File: config.mk
export PLATFORM = sky130hd
export DESIGN_NAME = lhbp_cell
export DESIGN_NICKNAME = d
export VERILOG_FILES = /design/src/hdl/lhbp_pkg.sv /design/src/hdl/lhbp_cell.sv
export SDC_FILE = /design/constraint.sdc
export NUM_CORES = 1
export LEC_CHECK = 0
export BUFFER_PORTS_ARGS = -buffer_cell sky130_fd_sc_hd__buf_2
export CAP_MARGIN = 30
export CELL_PAD_IN_SITES_DETAIL_PLACEMENT = 1
export CELL_PAD_IN_SITES_GLOBAL_PLACEMENT = 1
export CORE_MARGIN = 2
export CORE_UTILIZATION = 30
export CTS_CLUSTER_SIZE = 20
export DETAILED_ROUTE_END_ITERATION = 10
export PLACE_DENSITY_LB_ADDON = 0.1
export SLEW_MARGIN = 20
export SYNTH_ARGS = -nofsm -noshare
export SYNTH_HDL_FRONTEND = slang
export SYNTH_SLANG_ARGS = --single-unit
File: constraint.sdc
create_clock -name clk -period 8.21 [get_ports clk]
set_clock_uncertainty 0.15 [all_clocks]
set_input_delay 1.642 -clock clk [delete_from_list [all_inputs] [get_ports clk]]
set_output_delay 1.642 -clock clk [all_outputs]
set_load 0.05 [all_outputs]
File: src/hdl/lhbp_pkg.sv
// ----------------------------------------------------------------------------
// lhbp_pkg
// Types and constants shared by the local history branch predictor cells and
// the top level.
// ----------------------------------------------------------------------------
package lhbp_pkg;

  localparam int LHBP_TABLE_ENTRIES = 64;
  localparam int LHBP_HISTORY_BITS  = 2;

  localparam int ADDR_W   = 32;
  localparam int CNT_W    = 2;
  localparam int IN_DATA_W  = 72;   // 65 payload bits padded to whole bytes
  localparam int OUT_DATA_W = 40;   // 35 payload bits padded to whole bytes

  localparam logic [CNT_W-1:0]  CNT_MAX         = 2'd3;
  localparam logic [CNT_W-1:0]  CNT_MIN         = 2'd0;
  localparam logic [CNT_W-1:0]  CNT_WEAK_TAKEN  = 2'd2;
  localparam logic [CNT_W-1:0]  CNT_WEAK_NTAKEN = 2'd1;
  localparam logic [ADDR_W-1:0] INSTR_BYTES     = 32'd4;

  // One branch item as it travels down the row of cells, with the result
  // gathered so far.
  typedef struct packed {
    logic              vld;
    logic              br;
    logic [ADDR_W-1:0] addr;
    logic [ADDR_W-1:0] tgt;
    logic              taken;
    logic              done;   // hit found or entry allocated upstream
    logic              hit;
    logic              pred;
    logic              redir;
    logic [ADDR_W-1:0] npc;
  } lhbp_item_t;

endpackage

File: src/hdl/lhbp_cell.sv
// ----------------------------------------------------------------------------
// lhbp_cell
// One target buffer entry with its local history and pattern counters. Match
// or allocate for the passing item, then hand the item to the next cell.
// ----------------------------------------------------------------------------
module lhbp_cell #(
  parameter int HISTORY_BITS = lhbp_pkg::LHBP_HISTORY_BITS
) (
  input  logic                 clk,
  input  logic                 rst_n,
  input  logic                 adv,
  input  lhbp_pkg::lhbp_item_t item_i,
  output lhbp_pkg::lhbp_item_t item_o
);
  import lhbp_pkg::*;

  localparam int HIST_DEPTH = 2 ** HISTORY_BITS;

  logic                    ent_vld_r;
  logic [ADDR_W-1:0]       tag_r;
  logic [ADDR_W-1:0]       tgt_r;
  logic [HISTORY_BITS-1:0] hist_r;
  logic [CNT_W-1:0]        cnt_r [HIST_DEPTH];
  lhbp_item_t              item_r;
  lhbp_item_t              item_nxt;

  logic              act;
  logic              hit_here;
  logic              alloc_here;
  logic [CNT_W-1:0]  cnt_cur;
  logic [CNT_W-1:0]  cnt_upd;
  logic [HISTORY_BITS-1:0] hist_nxt;

  assign act        = item_i.vld && item_i.br && !item_i.done;
  assign hit_here   = act && ent_vld_r && (tag_r == item_i.addr);
  assign alloc_here = act && !ent_vld_r;
  assign cnt_cur    = cnt_r[hist_r];
  assign hist_nxt   = HISTORY_BITS'({hist_r, item_i.taken});

  always_comb begin
    cnt_upd = cnt_cur;
    if (item_i.taken) begin
      if (cnt_cur != CNT_MAX) cnt_upd = cnt_cur + 2'd1;
    end else begin
      if (cnt_cur != CNT_MIN) cnt_upd = cnt_cur - 2'd1;
    end
  end

  always_comb begin
    item_nxt = item_i;
    if (hit_here) begin
      item_nxt.done = 1'b1;
      item_nxt.hit  = 1'b1;
      item_nxt.pred = cnt_cur[1];
      if (item_i.taken && !cnt_cur[1]) begin
        item_nxt.redir = 1'b1;
        item_nxt.npc   = tgt_r;
      end else if (!item_i.taken && cnt_cur[1]) begin
        item_nxt.redir = 1'b1;
        item_nxt.npc   = tag_r + INSTR_BYTES;
      end
    end else if (alloc_here) begin
      item_nxt.done = 1'b1;
      if (item_i.taken) begin
        item_nxt.redir = 1'b1;
        item_nxt.npc   = item_i.tgt;
      end
    end
  end

  // Entry state
  always_ff @(posedge clk) begin
    if (!rst_n) begin
      ent_vld_r <= 1'b0;
      hist_r    <= '0;
      for (int k = 0; k < HIST_DEPTH; k++) begin
        cnt_r[k] <= CNT_MIN;
      end
    end else if (adv) begin
      if (hit_here) begin
        cnt_r[hist_r] <= cnt_upd;
        hist_r        <= hist_nxt;
      end else if (alloc_here) begin
        ent_vld_r <= 1'b1;
        cnt_r[0]  <= item_i.taken ? CNT_WEAK_TAKEN : CNT_WEAK_NTAKEN;
        hist_r    <= HISTORY_BITS'(item_i.taken);
      end
    end
  end

  always_ff @(posedge clk) begin
    if (adv && alloc_here) begin
      tag_r <= item_i.addr;
      tgt_r <= item_i.tgt;
    end
  end

  // Stage register toward the next cell
  always_ff @(posedge clk) begin
    if (!rst_n) begin
      item_r.vld <= 1'b0;
    end else if (adv) begin
      item_r <= item_nxt;
    end
  end

  assign item_o = item_r;

endmodule

==> flow_metrics.env <==
export IMPL_status="completed"
export IMPL_cts_resized=0
export IMPL_rsz0062_at_grt="no"
export IMPL_synth_top_area_share=0.629
export IMPL_cp_required_ns=8.24
export IMPL_ff2ff_setup_slack_ns=4.81
export IMPL_vias=6313
export IMPL_ant_nets=0
export IMPL_worst_slack_ns=3.91
export IMPL_syn_inst=677
export IMPL_min_period_ns=4.30
export IMPL_dieHeight_um=170
export IMPL_p_per_area_mw_per_mm2=219
export IMPL_core_rowCount=60
export IMPL_grt_pass1_vias=6616
export IMPL_vias_per_cell=5.01
export IMPL_endpoint_kind="flip-flop"
export IMPL_place_congestion=0.830
export IMPL_grt_use_met1=0.249
export IMPL_pin_count=209
export IMPL_worstSetupPathType="in2reg"
export IMPL_syn_area_mm2=0.00831
export IMPL_synth_top_family_by_area="simple AND/OR/NAND/NOR gates"
export IMPL_post_route_util=0.383
export IMPL_n_fill_cell=2963
export IMPL_seq_area_frac_synth=0.643
export IMPL_maxSlewHeadroom=0.437
export IMPL_leakage_nw=3.93
export IMPL_ys_warn_count=0
export IMPL_synth_mux_area_frac=0.0190
export IMPL_yosys_area_share_simple=0.140
export IMPL_worstPathMaxFanout=40
export IMPL_hold_path_class="reg2reg"
export IMPL_place_hpwl_mm=18.5
export IMPL_finalCritPeriodShare=0.524
export IMPL_synth_ff_type="edfxtp_1"
export IMPL_synthAdderAreaFrac=0.00151
export IMPL_fin_nets=980
export IMPL_drt_wl_total_mm=26.0
export IMPL_cts_buffers=17
export IMPL_ir_drop_v=0.0000752
export IMPL_drive_above_1_share=0.302
export IMPL_cts_setup_buffers=0
export IMPL_fmax_mhz=233
export IMPL_finalHoldViolCount=0
export IMPL_avgSynthCellArea_um2=12.3
export IMPL_cts_tree="yes"
export IMPL_syn_num_nets=784
export IMPL_path_clk_slew_ns=0.07
export IMPL_r2r_end="item_o[33]"
export IMPL_cts_root_buf="clkbuf_16"
export IMPL_tns_ns=0
export IMPL_die_x_um=170
export IMPL_dieArea_mm2=0.0291
export IMPL_place_port_buffers=208
export IMPL_drc_errors=0
export IMPL_dpl_worst_slack_ns=3.46
export IMPL_worstSetupStartpointType="input pin"
export IMPL_maxCapViolations=0
export IMPL_synth_edf_count=174
export IMPL_power_mw=2.27
export IMPL_synth_async_sr_flop_share=0
export IMPL_grt_usage=0.181
export IMPL_htree_levels=4
export IMPL_overflow=0
export IMPL_drv_slew=0
export IMPL_wire_per_inst_um=20.6
export IMPL_setup_violations=0
export IMPL_firstDrtPassIters=4
export IMPL_core_area_mm2=0.0271
export IMPL_cts_sinks=180
export IMPL_area_growth_synth_to_final_pct=24.9
export IMPL_synth_area_leader_cell="edfxtp_1"
export IMPL_crit_arrival_ns=4.33
export IMPL_synthDistinctLibCells=46
export IMPL_hold_buffers=0
export IMPL_placed_area_mm2=0.00973
export IMPL_synth_area_leaders="edfxtp_1 63%, xor2_1 5.3%, a21oi_1 4.0%"
export IMPL_initial_core_util=0.307
export IMPL_clock_latency_ns=0.43
export IMPL_synth_xor_area_frac=0.0631
export IMPL_clk_path_buf_depth=2
export IMPL_grt_max_degree=89
export IMPL_grt_busiest_layer="met2"
export IMPL_ff2ff_path_depth=6
export IMPL_r2r_start="tag_r[17]"
export IMPL_stdcell_area_mm2=0.0104
export IMPL_drtIter0Drc=359
export IMPL_antenna_found_initial=3
export IMPL_synth_compound_area_frac=0.109
export IMPL_crit_start="item_i[35]"
export IMPL_gr_usage_met3=0.0372
export IMPL_worstMarginPinSlew_ns=0.845
export IMPL_ys_ff_latch=180
export IMPL_cp_endpoint="item_o[33]"
export IMPL_grt_first_pass_wirelength_mm=39.2
export IMPL_grt_util_met2=0.290
==> state kept, by name (all words and copies together) (netlist names), named ones only <==
name,flops
tgt_r,32
item_o,103
tag_r,32
hist_r,2
ent_vld_r,1
cnt_r,8
==> worst max-delay path, cell delays in order <==
cell and delay (ns):
buf_2 0.10, nand3b_1 0.31, nor4_1 0.39, nand4_1 0.23, nor3_4 0.71, buf_4 0.55, mux2_2 0.39
==> power by group <==
part | total, mW | switching, mW | internal, mW
sequential | 1.08 | 0.0206 | 1.06
clock | 0.855 | 0.370 | 0.484
combinational | 0.337 | 0.252 | 0.0852
total | 2.27 | 0.643 | 1.63
==> area by class of cell <==
cell class / count / area (um^2) / share of cell area
sequential: 180 / 5350 / 0.515
multi-input combinational: 446 / 2780 / 0.268
timing repair buffer: 219 / 1140 / 0.110
tap: 372 / 465 / 0.0448
clock buffer: 19 / 433 / 0.0417
clock inverter: 13 / 171 / 0.0165
inverter: 9 / 36.3 / 0.00350
antenna: 3 / 7.51 / 0.000723
==> through the flow <==
step / hold WS (ns) / instances
after detailed placement: 0.341 / 1224
final: 0.354 / 1261
after CTS: 0.360 / 1256
after global routing: 0.399 / 1260
after global placement: 0.329 / 1224
after floorplan: 0.348 / 677
==> cell usage after synthesis (9+ instances only) <==
| library cell | number |
|---|---|
| clkbuf_1 | 33 |
| a211oi_1 | 32 |
| a21oi_1 | 67 |
| nor4_1 | 15 |
| nand2_1 | 77 |
| mux2i_1 | 9 |
| and3_1 | 30 |
| o21ai_0 | 16 |
| nor2_1 | 27 |
| a31oi_1 | 17 |
| xor2_1 | 50 |
| edfxtp_1 | 174 |
| nor3_1 | 11 |
| nand4_1 | 13 |
| nand3_1 | 23 |
==> worst min-delay path by stage <==
stage                           start           to  slack [ns]  depth (start not counted)
final                     item_o[102]  item_o[102]        0.35                          2
after CTS                 item_o[102]  item_o[102]        0.36                          2
after floorplan             ent_vld_r    ent_vld_r        0.35                          1
after global routing      item_o[102]  item_o[102]        0.40                          2
after global placement    item_o[102]  item_o[102]        0.33                          2
after detailed placement  item_o[102]  item_o[102]        0.34                          2
==> routing by layer <==
metal	up-vias	wire length, um
li1	2970	-
met5	-	0
met4	0	286
met3	18	1330
met1	3147	12300
met2	178	12100
==> layout by cell type (no fill, tap or decap), drive strengths merged, types with 6 or more instances in the layout <==
cell / count
buf: 219
edfxtp: 174
nand2: 77
a21oi: 67
xor2: 51
a211oi: 32
and3: 31
nor2: 27
nand3: 23
clkbuf: 19
nor4: 19
a31oi: 17
o21ai: 16
nand4: 13
inv: 12
nor3: 11
mux2i: 9
xnor2: 8
dfxtp: 6
==> cell families after synthesis <==
| group | after synthesis |
|---|---|
| and+or+nand+nor | 224 |
| DFF | 180 |
| AOI/OAI and AO/OA | 149 |
| xor gates and xnor gates | 59 |
| buffers and inverters | 51 |
| muxes | 13 |
| adders and majority gates | 1 |
No activity file was read; power rests on OpenSTA's default activity.
